--- config.mk ---
export PLATFORM = sky130hd
export DESIGN_NAME = mse_ram
export DESIGN_NICKNAME = d
export VERILOG_FILES = /design/src/mse_ram.sv
export SDC_FILE = /design/constraint.sdc
export NUM_CORES = 2
export LEC_CHECK = 0
export BUFFER_PORTS_ARGS = -buffer_cell sky130_fd_sc_hd__buf_2
export CAP_MARGIN = 25
export CORE_MARGIN = 2
export CORE_UTILIZATION = 30
export CTS_CLUSTER_DIAMETER = 150
export CTS_CLUSTER_SIZE = 25
export DETAILED_ROUTE_END_ITERATION = 8
export PLACE_DENSITY_LB_ADDON = 0.08
export SETUP_SLACK_MARGIN = 0.3
export SYNTH_ARGS = -nofsm -noshare
export SYNTH_HDL_FRONTEND = slang
export SYNTH_SLANG_ARGS = --single-unit
--- constraint.sdc ---
create_clock -name i_clk -period 8.3 [get_ports i_clk]
set_input_delay 0 -clock i_clk [delete_from_list [all_inputs] [get_ports i_clk]]
set_output_delay 0 -clock i_clk [all_outputs]
set_load 0.1 [all_outputs]
--- src/mse_ram.sv ---
// Generic single-port-write, single-port-read RAM with registered read data.
`default_nettype none

module mse_ram #(
    parameter int WIDTH = 32,
    parameter int DEPTH = 64
) (
    input  wire logic                     i_clk,
    input  wire logic                     i_we,
    input  wire logic [$clog2(DEPTH)-1:0] i_wr_addr,
    input  wire logic [WIDTH-1:0]         i_wr_data,
    input  wire logic [$clog2(DEPTH)-1:0] i_rd_addr,
    output logic      [WIDTH-1:0]         o_rd_data
);

    logic [WIDTH-1:0] r_mem [DEPTH];

    always_ff @(posedge i_clk) begin
        if (i_we) begin
            r_mem[i_wr_addr] <= i_wr_data;
        end
        o_rd_data <= r_mem[i_rd_addr];
    end

endmodule

`default_nettype wire

Yosys cells after proc, flatten, opt, wreduce, memory -nomap -nowiden
Memory sizes are Yosys's and may differ from the RTL's. A register that Yosys moved wholly into a read port is not among the register bits.
Cells that the tools add are included.

word-level totals
  bits in registers = 0
  bits in writable memories = 2048
  input bits = 46
  logic and storage cells = 3
  memories kept = 1

cells by class
  multiplexer cells = 2

memories
  name   depth  bits a word  read ports  clocked after Yosys merged registers in  write ports  RTL line  text
  r_mem  64     32           1           1                                        1            16        logic [WIDTH-1:0] r_mem [DEPTH];

operator list
  cell     count
  $mux W1  2

Depth between registers and ports, before layout
  depth in word-level cells = 2
  gate-level depth with buffers = 10

Worst setup path after synthesis
No wires, ideal clock.

  kind = input to register
  start = in i_wr_addr[3]
  end = mem r_mem[48][0] (enable)
  data arrival time = 2.699 ns
  slack = 5.140 ns
  cell stages on the path = 4
  buffers on the path = 1
  cells stage by stage = clkbuf_1 > nor2b_1 > nand4b_1 > nor3_1

RTL lines
  what         RTL line  text
  from (decl)  10        input wire logic [$clog2(DEPTH)-1:0] i_wr_addr,
  to (decl)    16

Straight into the memory's write port.

==> results.md <==
- Layout cell share with drive strength beyond 1: 26.28%
- Setup Buffers After CTS: 0
- RSZ-0062 raised after global routing: no
- Hold_buf cts: 34
- Hold WS: 91.22 ps
- Final ANT Viol Nets: 0
- CTS max path bufs: 3
- Most frequent CP cell: nor2_1
- Post-Layout Cell Count: 7080
- Area growth syn-to-layout: 11.56%
- Worst setup EP type: register
- Antenna violations before repair: 17
- Slew Viols, Final: 0
- CTS H-tree lvls: 3
- Sequential area share after synthesis: 79.14%
- Clk_lat worst skew: 780 ps
- Switching share of power: 22.73%
- Clock power share: 29.8%
- Share of power burned in combinational logic: 7.0%
- Worst Skew: 34.98 ps
- Gr usage total: 18.03%
- DP Worst Slack: 4345 ps
- Core area: 0.2599 mm2
- Total power: 18.43 mW
- Crit path largest cell delay: 660 ps
- Yosys cell types: 34
- Remaining Overflow, GRT: 0
- EDFF count, synth: 2048
- Startpoint types: primary input
- Final min period: 3154 ps
- DR WL/cell: 34.22 um
- Die area: 0.2658 mm2
- Clock transition at path regs: 100 ps
- Max Cap Viol: 0
- Drt pass-1 iters: 7
- First-pass GRT wire length: 325400 um
- Yosys warnings: 0
- Largest net degree at the start of global routing: 104
- Synth top area share: 78.33%
- Global placer's final weighted congestion: 0.7296
- Critical Path RT: 8920 ps
- Synth top area cells: edfxtp_1, mux4_2, mux2i_1, dfxtp_1, o22ai_1
- Worst hold path type: primary input to register
- Cts repair resizes: 0
- R2R cell count: 4
- Critical path's slowest cell: a21oi_1
- CTS tree: built
- Final worst setup slack: 5146 ps
- Internal power: 14.24 mW
- CTS Buf Count: 93
- Dpl hpwl: 127700 um
- Starting Density: 30.20%
- Maximum fanout along the worst path: 62
- Status: completed
- Final TNS setup: 0 ps
- Sink Count: 2080
- DRC: 0
- Pwr Density: 210.5 mW/mm2
- # rows: 187
- Port Buffers: 77
- Initial DRC Count: 3978
- Net count after synthesis: 3370
- Final Core Density: 33.70%
- Synth top cells by count: edfxtp_1, mux4_2, nor2_1
- Top FF cell, synth: edfxtp_1
- Leakage: 26.05 nW
- Hold Path Cell Cnt: 4
- Synthesized cell area: 0.07852 mm2
- Least-Margin Pin Slew: 1042 ps
- Die W: 515.6 um
- Fin crit share: 38.00%
- WL final: 242300 um
- P_sw: 4.190 mW
- Seq cells post-synth: 2080
- WP data arrival: 3770 ps
- Sequential power share: 63.2%
- Vias per std cell: 5.079
- Avg Synthesized Cell Area: 23.62 um2
- I/O pin count: 78
- Start-to-end type of the worst setup path: primary input to register
- Max Clock Freq: 0.3171 GHz
- Die Y: 515.6 um
- Root Buffer: clkbuf_16
- Placed cells: 6849
- Hold Vio Cnt, Final: 0
- Synth async-reset ratio: 0%
- Slew margin rel.: 30.53%
- Largest area contributor in the netlist: edfxtp_1
- Nets: 3545
- Mapped Cells: 3324
- Cell chain of the critical path: dlygate4sd3_1, buf_6, buf_12, nand2_1, buf_4, o22ai_1, nor2_1, a21oi_1, nor2_1
- Placed cell area: 0.08419 mm2
- Final setup fails: 0
- Peak VDD IR: 154.9 uV
- Final Instance Area: 0.08759 mm2
- Most common cell in the netlist: edfxtp_1
- Vias: 35960
- Vias in the first global route: 37300
worst max-delay path: cells and delay by family:
family / cells / cell delay [ps]
buffers and inverters: 4 / 1850
AND/OR/NAND/NOR: 3 / 890
AO/OA/AOI/OAI: 2 / 860
area by class of cell:
cell class / count / area (um2)
diodes: 7 / 17.52
clock inverters: 5 / 62.56
clock buffers: 168 / 2673
fillers: 24050 / 172400
repair buffers: 262 / 2346
flip-flops and latches: 2080 / 62140
well taps: 3496 / 4374
multi-input cells: 1062 / 15980
layout by cell type, fill, tap and decap left out, drive strengths merged, types with 7 or more instances in the layout:
| master | netlist | layout |
|---|---|---|
| edfxtp | 2048 | 2048 |
| mux4 | 544 | 544 |
| buf | 108 | 223 |
| clkbuf | 74 | 168 |
| nor2 | 137 | 137 |
| mux2i | 93 | 93 |
| o22ai | 84 | 84 |
| a21oi | 62 | 62 |
| dlygate4sd3 | 0 | 39 |
| dfxtp | 32 | 32 |
| o221ai | 27 | 27 |
| nand2 | 26 | 26 |
| nor2b | 15 | 15 |
| a22oi | 12 | 12 |
| a311oi | 8 | 8 |
| nand2b | 8 | 8 |
| diode | 0 | 7 |
| nor3 | 7 | 7 |
path summary, 6_finish.rpt:
check                startpoint             to  slack [ps]
setup / recovery   i_rd_addr[3]  o_rd_data[13]        5150
hold / removal     i_rd_addr[4]  o_rd_data[10]          90
setup reg to reg  r_mem[63][26]  o_rd_data[26]        5770
hold reg to reg   r_mem[12][17]  o_rd_data[17]         830
flip-flops by register name (all words and copies together), names as in the netlist:
register and cells:
o_rd_data 32, r_mem 2048
logic make-up after synthesis:
group	after synthesis	share of synthesized area (%)
AO/OA/AOI/OAI	202	1.673
flip-flops	2080	79.14
buffers and inverters	182	1.128
AND/OR/NAND/NOR	223	1.265
multiplexers	637	16.79
power by group through the flow:
stage	Clock [mW]	Sequential, mW	Combinational (mW)
after floorplan	0	12.0	0.566
after global placement	0	11.9	1.26
after detailed placement	0	11.9	1.29
after CTS	5.71	11.7	1.31
after global routing	6.01	11.7	1.36
final	5.49	11.7	1.28
routing by layer:
metal / up-vias / track usage (%) / routed length (um)
li1: 14500 / - / -
met1: 20290 / 24.97 / 107000
met2: 947 / 29.76 / 117300
met3: 218 / 2.444 / 10870
met4: 2 / 4.865 / 7051
met5: - / 0 / 13
Note: power is estimated with default switching activity, not from simulation.
