===== src/mse_pkg.sv =====
// Shared types for the merge sort engine: sequencer states and control bundles.
`default_nettype none

package mse_pkg;

    typedef enum logic [2:0] {
        ST_LOAD,    // taking input words into the element memory
        ST_RDA,     // set up a merge group, read left head
        ST_LDA,     // latch left head, read right head
        ST_LDB,     // latch right head
        ST_CMP,     // compare heads, write the smaller one
        ST_LDN,     // latch the refilled head
        ST_OUT_RD,  // read next sorted word when the output is free
        ST_OUT_LD   // load the output register
    } t_state;

    // memory control from the sequencer
    typedef struct packed {
        logic we_elem;   // write the element memory
        logic we_scr;    // write the scratch memory
        logic rd_scr;    // read data comes from the scratch memory
    } t_mem_ctl;

    // output register control from the sequencer
    typedef struct packed {
        logic load;      // load read data into the output register
        logic last;      // that word closes the set
    } t_out_ctl;

endpackage

`default_nettype wire


===== src/mse_seq.sv =====
// Load, merge-pass and read-out sequencer with the run head registers.
`default_nettype none

module mse_seq
    import mse_pkg::*;
#(
    parameter int MAX_ITEMS  = 64,
    parameter int VALUE_BITS = 32,
    localparam int SW = (VALUE_BITS < 32) ? VALUE_BITS : 32,
    localparam int AW = $clog2(MAX_ITEMS)
) (
    input  wire logic          i_clk,
    input  wire logic          i_rst_n,
    input  wire logic          i_in_valid,
    input  wire logic          i_in_last,
    input  wire logic [SW-1:0] i_in_value,
    input  wire logic [SW-1:0] i_rd_data,
    input  wire logic          i_out_free,
    output logic               o_in_stall,
    output t_mem_ctl           o_mem,
    output logic      [AW-1:0] o_wr_addr,
    output logic      [SW-1:0] o_wr_data,
    output logic      [AW-1:0] o_rd_addr,
    output t_out_ctl           o_out
);

    localparam int CW = $clog2(MAX_ITEMS + 1);
    localparam int PW = CW + 2;
    // sign flip turns signed order into unsigned order; above 32 bits no flip
    // is applied, so the 32-bit stored words compare as unsigned values
    localparam logic [SW-1:0] FLIP = (VALUE_BITS <= 32) ? (SW'(1) << (SW - 1)) : '0;

    t_state        r_state, n_state;
    logic [CW-1:0] r_cnt, n_cnt;
    logic [CW-1:0] r_n, n_n;
    logic [PW-1:0] r_w, n_w;
    logic [CW-1:0] r_lo, n_lo;
    logic [CW-1:0] r_mid, n_mid;
    logic [CW-1:0] r_hi, n_hi;
    logic [CW-1:0] r_i, n_i;
    logic [CW-1:0] r_j, n_j;
    logic [CW-1:0] r_k, n_k;
    logic          r_src, n_src;
    logic          r_took_left, n_took_left;
    logic [SW-1:0] r_a, n_a;
    logic [SW-1:0] r_b, n_b;

    logic [CW-1:0] cnt_inc, i_inc, j_inc, k_inc;
    logic          ends, take_left, grp_end, more_grp, more_pass, out_last;
    logic [PW-1:0] mid_full, hi_full, lo_next, w2;

    assign cnt_inc   = r_cnt + CW'(1);
    assign ends      = i_in_last || (cnt_inc == CW'(MAX_ITEMS));
    assign i_inc     = r_i + CW'(1);
    assign j_inc     = r_j + CW'(1);
    assign k_inc     = r_k + CW'(1);
    assign w2        = r_w << 1;
    assign mid_full  = PW'(r_lo) + r_w;
    assign hi_full   = PW'(r_lo) + w2;
    assign lo_next   = PW'(r_lo) + w2;
    assign take_left = (r_i < r_mid) &&
                       ((r_j >= r_hi) || ((r_a ^ FLIP) <= (r_b ^ FLIP)));
    assign grp_end   = (k_inc == r_hi);
    assign more_grp  = (lo_next < PW'(r_n));
    assign more_pass = (w2 < PW'(r_n));
    assign out_last  = (k_inc == r_n);

    // next state
    always_comb begin
        n_state = r_state;
        case (r_state)
            ST_LOAD: begin
                if (i_in_valid && ends) begin
                    n_state = (cnt_inc > CW'(1)) ? ST_RDA : ST_OUT_RD;
                end
            end
            ST_RDA:  n_state = ST_LDA;
            ST_LDA:  n_state = ST_LDB;
            ST_LDB:  n_state = ST_CMP;
            ST_CMP: begin
                if (!grp_end) begin
                    n_state = ST_LDN;
                end else if (more_grp || more_pass) begin
                    n_state = ST_RDA;
                end else begin
                    n_state = ST_OUT_RD;
                end
            end
            ST_LDN:  n_state = ST_CMP;
            ST_OUT_RD: begin
                if (i_out_free) begin
                    n_state = ST_OUT_LD;
                end
            end
            ST_OUT_LD: n_state = out_last ? ST_LOAD : ST_OUT_RD;
            default: n_state = ST_LOAD;
        endcase
    end

    // outputs
    always_comb begin
        o_in_stall    = (r_state != ST_LOAD);
        o_mem.we_elem = 1'b0;
        o_mem.we_scr  = 1'b0;
        o_mem.rd_scr  = r_src;
        o_wr_addr     = r_k[AW-1:0];
        o_wr_data     = take_left ? r_a : r_b;
        o_rd_addr     = r_k[AW-1:0];
        o_out.load    = 1'b0;
        o_out.last    = out_last;
        case (r_state)
            ST_LOAD: begin
                o_mem.we_elem = i_in_valid;
                o_wr_addr     = r_cnt[AW-1:0];
                o_wr_data     = i_in_value;
            end
            ST_RDA:  o_rd_addr = r_lo[AW-1:0];
            ST_LDA:  o_rd_addr = r_j[AW-1:0];
            ST_CMP: begin
                // write into the memory that is not the source of this pass
                o_mem.we_elem = r_src;
                o_mem.we_scr  = !r_src;
                o_rd_addr     = take_left ? i_inc[AW-1:0] : j_inc[AW-1:0];
            end
            ST_OUT_LD: o_out.load = 1'b1;
            default: ;
        endcase
    end

    // datapath next values
    always_comb begin
        n_cnt       = r_cnt;
        n_n         = r_n;
        n_w         = r_w;
        n_lo        = r_lo;
        n_mid       = r_mid;
        n_hi        = r_hi;
        n_i         = r_i;
        n_j         = r_j;
        n_k         = r_k;
        n_src       = r_src;
        n_took_left = r_took_left;
        n_a         = r_a;
        n_b         = r_b;
        case (r_state)
            ST_LOAD: begin
                if (i_in_valid) begin
                    n_cnt = cnt_inc;
                    if (ends) begin
                        n_n   = cnt_inc;
                        n_cnt = '0;
                        n_src = 1'b0;
                        n_w   = PW'(1);
                        n_lo  = '0;
                        n_k   = '0;
                    end
                end
            end
            ST_RDA: begin
                n_mid = (mid_full < PW'(r_n)) ? mid_full[CW-1:0] : r_n;
                n_hi  = (hi_full < PW'(r_n)) ? hi_full[CW-1:0] : r_n;
                n_i   = r_lo;
                n_j   = (mid_full < PW'(r_n)) ? mid_full[CW-1:0] : r_n;
                n_k   = r_lo;
            end
            ST_LDA:  n_a = i_rd_data;
            ST_LDB:  n_b = i_rd_data;
            ST_CMP: begin
                n_took_left = take_left;
                n_k         = k_inc;
                if (take_left) begin
                    n_i = i_inc;
                end else begin
                    n_j = j_inc;
                end
                if (grp_end) begin
                    if (more_grp) begin
                        n_lo = lo_next[CW-1:0];
                    end else begin
                        n_src = !r_src;
                        n_lo  = '0;
                        n_w   = w2;
                        n_k   = '0;
                    end
                end
            end
            ST_LDN: begin
                if (r_took_left) begin
                    n_a = i_rd_data;
                end else begin
                    n_b = i_rd_data;
                end
            end
            ST_OUT_LD: n_k = k_inc;
            default: ;
        endcase
    end

    always_ff @(posedge i_clk) begin
        if (!i_rst_n) begin
            r_state <= ST_LOAD;
            r_cnt   <= '0;
        end else begin
            r_state <= n_state;
            r_cnt   <= n_cnt;
        end
        r_n         <= n_n;
        r_w         <= n_w;
        r_lo        <= n_lo;
        r_mid       <= n_mid;
        r_hi        <= n_hi;
        r_i         <= n_i;
        r_j         <= n_j;
        r_k         <= n_k;
        r_src       <= n_src;
        r_took_left <= n_took_left;
        r_a         <= n_a;
        r_b         <= n_b;
    end

endmodule

`default_nettype wire


===== config.mk =====
export PLATFORM = sky130hd
export DESIGN_NAME = mse_seq
export DESIGN_NICKNAME = d
export VERILOG_FILES = /design/src/mse_pkg.sv /design/src/mse_seq.sv
export SDC_FILE = /design/constraint.sdc
export NUM_CORES = 1
export LEC_CHECK = 0
export BUFFER_PORTS_ARGS = -buffer_cell sky130_fd_sc_hd__buf_2
export CELL_PAD_IN_SITES_DETAIL_PLACEMENT = 1
export CELL_PAD_IN_SITES_GLOBAL_PLACEMENT = 1
export CORE_ASPECT_RATIO = 0.7
export CORE_UTILIZATION = 43
export CTS_BUF_LIST = sky130_fd_sc_hd__clkbuf_8
export DETAILED_ROUTE_END_ITERATION = 12
export GPL_TIMING_DRIVEN = 1
export PLACE_DENSITY = 0.76
export SLEW_MARGIN = 40
export SYNTH_ARGS = -nofsm -noshare
export SYNTH_HDL_FRONTEND = slang
export SYNTH_SLANG_ARGS = --single-unit

===== constraint.sdc =====
create_clock -name i_clk -period 11 [get_ports i_clk]
set_input_delay 1.65 -clock i_clk [delete_from_list [all_inputs] [get_ports i_clk]]
set_output_delay 1.65 -clock i_clk [all_outputs]
set_load 0.05 [all_outputs]

-- Yosys cells after proc, flatten, opt, wreduce, memory -nomap -nowiden
Index checks and enable logic that the tools add are counted.
Widths: inputs -> output; s select.
- bitwise gates (word level): 2
- reductions and logical operators: 24
- equality and inequality tests: 20
- shifts and indexed selects: 0
- order comparisons: 7
- divide/modulo/power cells: 0
- add/sub/neg operators: 6
- mux-type cells: 44
- $mul: 0
- operators with widths (operator ; number):
    $mux 32 ; 4
    $pmux 32 s2 ; 2
    $mux 7 ; 11
    $pmux 7 s2 ; 3
    $mux 9 ; 4
    $le 32x32->1 ; 1
    $add 7x1->7 const B ; 4
    $pmux 7 s4 ; 1
    $lt 9x7->1 ; 3
    $pmux 3 s7 ; 1
    $ne 2x2->1 const B ; 10
    $add 7x9->9 ; 2
    $mux 3 ; 6
    $pmux 6 s3 ; 1
    $pmux 9 s2 ; 1
    $eq 7x7->1 ; 2
    $eq 3x3->1 const B ; 4
    $mux 6 ; 2
    $reduce_and 2->1 ; 6
    $reduce_bool 2->1 ; 4
    $eq 7x7->1 const B ; 1
    $ge 7x7->1 ; 1
    $gt 7x1->1 const B ; 1
    $lt 7x7->1 ; 1
    15 further kinds ; 27
- word-level logic and storage cells: 117
- bits in registers: 134
- ROM bits: 0
- bits in latches: 0
- memories kept: 0
- output and inout port bits: 50
- RAM bits: 0

-- Longest topological paths before layout
- depth in word-level cells: 6
- gate-level depth with buffers: 12

-- Worst setup path after synthesis
OpenSTA, ideal clock, no wires.
- path type: reg-to-output
- start: reg r_a[10]
- end: out o_wr_data[23]
- path slack: 5.294 ns
- data required time: 9.350 ns
- buffers on the path: 1
- arrival time: 4.056 ns
- cell stages (with the launch flop): 10
- path through: edfxtp_1 > ha_1 > nand4_1 > or4_1 > o221a_2 > o211a_1 > nor2_4 > inv_2 > buf_2 > o311ai_0
- cells in the longest elaborated chain, start to end: 5
- ends and longest elaborated chain (item ; line ; text):
    from (decl) ; mse_seq.sv:45 ; logic [SW-1:0] r_a, n_a;
    from (signal assigned) ; mse_seq.sv:217 ; r_a <= n_a;
    $le 32x32->1 ; mse_seq.sv:62 ; ((r_j >= r_hi) || ((r_a ^ FLIP) <= (r_b ^ FLIP)));
    $logic_or 1x1->1 ; mse_seq.sv:62 ;
    $logic_and 1x1->1 ; mse_seq.sv:61 ; assign take_left = (r_i < r_mid) &&
    via take_left ; mse_seq.sv:49 ; logic ends, take_left, grp_end, more_grp, more_pass, out_last;
    $mux 32 ; mse_seq.sv:107 ; o_wr_data = take_left ? r_a : r_b;
    $mux 32 ; mse_seq.sv:111 ; case (r_state)
    to (decl) ; mse_seq.sv:22 ; output logic [SW-1:0] o_wr_data,
The timed path passes the listed nets, and every way through them passes these cells.

-- Worst setup path in the final report
- start: reg r_a[25]
- end: out o_rd_addr[2]
- cells in the longest elaborated chain, start to end: 5
- ends and longest elaborated chain (item ; line ; text):
    $le 32x32->1 ; mse_seq.sv:62 ;
    $logic_or 1x1->1 ; mse_seq.sv:62 ;
    $logic_and 1x1->1 ; mse_seq.sv:61 ;
    $mux 6 ; mse_seq.sv:123 ; o_rd_addr = take_left ? i_inc[AW-1:0] : j_inc[AW-1:0];
    $pmux 6 s3 ; mse_seq.sv:111 ;
    to (decl) ; mse_seq.sv:23 ; output logic [AW-1:0] o_rd_addr,
Every way passes these cells.

==> qor.csv <==
stage,metric,value,unit
routing,per-cell via count in the routed design,6.006,
cts,cell at the root of the clock tree,sky130_fd_sc_hd__clkbuf_8,
cells_and_area,synth-to-layout area growth,14.46,%
logic_synthesis,cells after synthesis,875,
die,area of the die,21240,um2
logic_synthesis,"Avg Cell Area, Syn",10.15,um2
timing,worst clock skew,0.01741,ns
logic_synthesis,most frequent cells after synthesis,"sky130_fd_sc_hd__edfxtp_1 (124), sky130_fd_sc_hd__nand2_1 (120), sky130_fd_sc_hd__ha_1 (82)",
logic_synthesis,Yosys reg bits,134,
cells_and_area,Antenna Cells,0,
cts,number of gates resized after CTS,0,
routing,count of TritonRoute iterations in the first routing pass,5,
timing,total negative slack,0,ns
timing,crit share post-route,0.5799,
routing,via count of the routed design,7574,
cts,htree depth,4,
cells_and_area,number of nets in the layout,1131,
cts,setup fix buffers added after clock tree synthesis,0,
routing,DRC,0,
die,vertical extent of the die,122.2,um
cts,clock net sink count,134,
routing,"wirelength, routed",27.52,mm
logic_synthesis,warnings from Yosys,0,
worst_setup_path,critical path data required time,9.35,ns
hold_path,Hold WC Path Type,reg2reg,
timing,Final setup viols,0,
place,global placement routability congestion,0.8697,
grt,met1 capacity usage during global routing,0.3922,
run,max-cap violations,0,
cts,clk buf depth,2,
cells_and_area,share of post-route cells with drive strength above 1,0.1867,
grt,GRT Residual Overflow,0,
timing,upper clock frequency limit,0.1568,GHz
worst_setup_path,startpoint type of the worst setup path,flip-flop,
place,placed wire-length estimate after detailed placement,20.42,mm
logic_synthesis,"Async S/R FF share, synth",0,
logic_synthesis,synth unique cells,70,
worst_setup_path,Setup Crit Path Kind,reg2out,
timing,final worst hold slack,0.4902,ns
logic_synthesis,most common flop cell mapped by yosys,sky130_fd_sc_hd__edfxtp_1,
grt,pin count of the biggest net entering global routing,74,
cts,TritonCTS clock tree,done,
die,die width,173.7,um
grt,met3 track demand over resource,0.04864,
cts,clock transition time at the flip-flop clock pins of the worst setup and hold paths,0.09,ns
logic_synthesis,count of flip-flops with a built-in enable after synthesis,124,
worst_setup_path,master of the slowest instance on the critical path,sky130_fd_sc_hd__o311ai_0,
status,result of the run,completed,
timing,final critical path time including I/O delays and setup,6.379,ns
logic_synthesis,area share of the largest cell type after synthesis,0.4194,
logic_synthesis,post-synth design cell area,8879,um2
timing,final hold violation count,0,
cts,latest clock arrival within the worst-skew pair,0.47,ns
routing,final routed wire length divided by cell count,21.82,um
grt,aggregate global-route resource usage,0.2630,
worst_setup_path,Crit path largest cell delay,0.65,ns
die,number of primary I/O pins,119,
cts,Post-CTS Hold Fix Bufs,0,
die,Core Box Area,20010,um2
routing,number of antenna-violating nets in the routed design,0,
cts,TritonCTS buffer count,17,
timing,worst max-slew margin expressed relative to the limit,0.4501,
die,starting density of the core,0.4436,
worst_setup_path,crit end category,primary output,
logic_synthesis,"top cells by area, synth","sky130_fd_sc_hd__edfxtp_1 (42%), sky130_fd_sc_hd__ha_1 (12%), sky130_fd_sc_hd__nand2_1 (5.1%)",
grt,number of global-route vias before repair,7466,
logic_synthesis,nets in the synthesized netlist,1028,
timing,Worst Max-Slew Pin Slew,0.8212,ns
worst_setup_path,"critical path fanouts, max",17,
logic_synthesis,sequential element share of the synthesized area,0.4419,
timing,count of final max-slew check failures,0,
worst_setup_path,endpoint arrival time on the critical path,4.73,ns
grt,met2 track utilization from global routing,0.3948,
logic_synthesis,largest area contributor in the netlist,sky130_fd_sc_hd__edfxtp_1,
place,number of input and output port buffers inserted,118,
grt,first-pass GRT wire length,42.64,mm
timing,setup repair after global routing missed its margin,false,
grt,most utilized layer in the global route result,met2,
worst_setup_path,ordered list of cells on the worst path,ha_1 > nand4_1 > nor4_1 > nand2_1 > or4_1 > a31oi_4 > buf_16 > nor2_4 > o311ai_0 > buf_2,
logic_synthesis,most common cell in the netlist,sky130_fd_sc_hd__edfxtp_1,
routing,drt initial violations,737,
grt,number of antenna violations at the first check in global routing,0,
die,number of rows in the core area,43,
## logic make-up (layout without fill, tap and decap cells)
logic type,count (synthesis),after routing,synth area share
buffers and inverters,106,222,0.04749
AND/OR/NAND/NOR,255,255,0.1381
AO/OA/AOI/OAI,247,247,0.1943
multiplexers,5,5,0.006341
flip-flops,134,134,0.4419
adder cells (fa/ha/maj),84,84,0.1201
XOR/XNOR,44,44,0.05172
## worst max-delay path, delay by kind of cell (launching register included)
family                   cells  cell delay [ns]
AO/OA/AOI/OAI                2             1.26
flip-flops                   1             0.42
adder cells (fa/ha/maj)      1             0.34
buffers and inverters        2             0.62
AND/OR/NAND/NOR              5             1.64
## cells in the final DEF, fill, tap and decap left out, drive strengths merged, types with 5 or more instances in the layout
cell / count
o21ai: 44
a31oi: 6
nand2: 120
a21o: 13
nor2: 33
a21boi: 5
mux2: 5
buf: 128
and2: 11
clkbuf: 17
nand3: 18
dfxtp: 10
clkinv: 5
o311ai: 39
a21oi: 45
o211ai: 35
inv: 71
edfxtp: 124
a211oi: 6
nand4: 14
o221ai: 5
o22ai: 8
xnor2: 25
ha: 82
nor2b: 9
nor3: 9
nand2b: 5
xor2: 15
and3: 16
a22oi: 9
## registers in the layout, indices dropped and copies added, names as in the netlist
register	flops
r_a	32
r_b	32
r_cnt	7
r_hi	7
r_i	7
r_j	7
r_k	7
r_lo	7
r_mid	7
r_n	7
r_src	1
r_state	3
r_took_left	1
r_w	9
## per-layer routing
| metal | wire [um] | part of all wire | up-vias |
|---|---|---|---|
| li1 | - | - | 3522 |
| met1 | 13570 | 0.49 | 3756 |
| met2 | 11710 | 0.43 | 271 |
| met3 | 1901 | 0.069 | 25 |
| met4 | 340 | 0.012 | 0 |
| met5 | 0 | 0 | - |
## final timing paths
| check | start | slack [ns] | cells after the start | end |
|---|---|---|---|---|
| setup / recovery | r_a[25] | 4.62 | 10 | o_rd_addr[2] |
| hold / removal | r_cnt[6] | 0.49 | 2 | r_cnt[6] |
| setup reg to reg | r_a[25] | 6.57 | 10 | r_j[4] |
| hold reg to reg | r_cnt[6] | 0.49 | 2 | r_cnt[6] |
## area by class of cell
type,instances,area (um2)
well taps,270,337.8
multi-input cells,635,4586
repair buffers,128,713.2
inverters,62,232.7
fillers,2281,9852
clock inverters,15,135.1
clock buffers,17,234.0
flip-flops and latches,134,3924
## stage by stage
step	cell area [um2]	util	setup slack, ns	std cells
floorplan	8879	-	5.294	875
global placement	9708	0.4851	5.243	1226
detailed placement	9784	0.4889	5.181	1229
CTS	10150	0.5073	4.689	1261
global route	10160	0.5078	4.434	1261
finish	10160	0.5078	4.621	1261
Power is not shown: default switching activity piles up to over one toggle a cycle in this logic, so the estimate is an artifact.
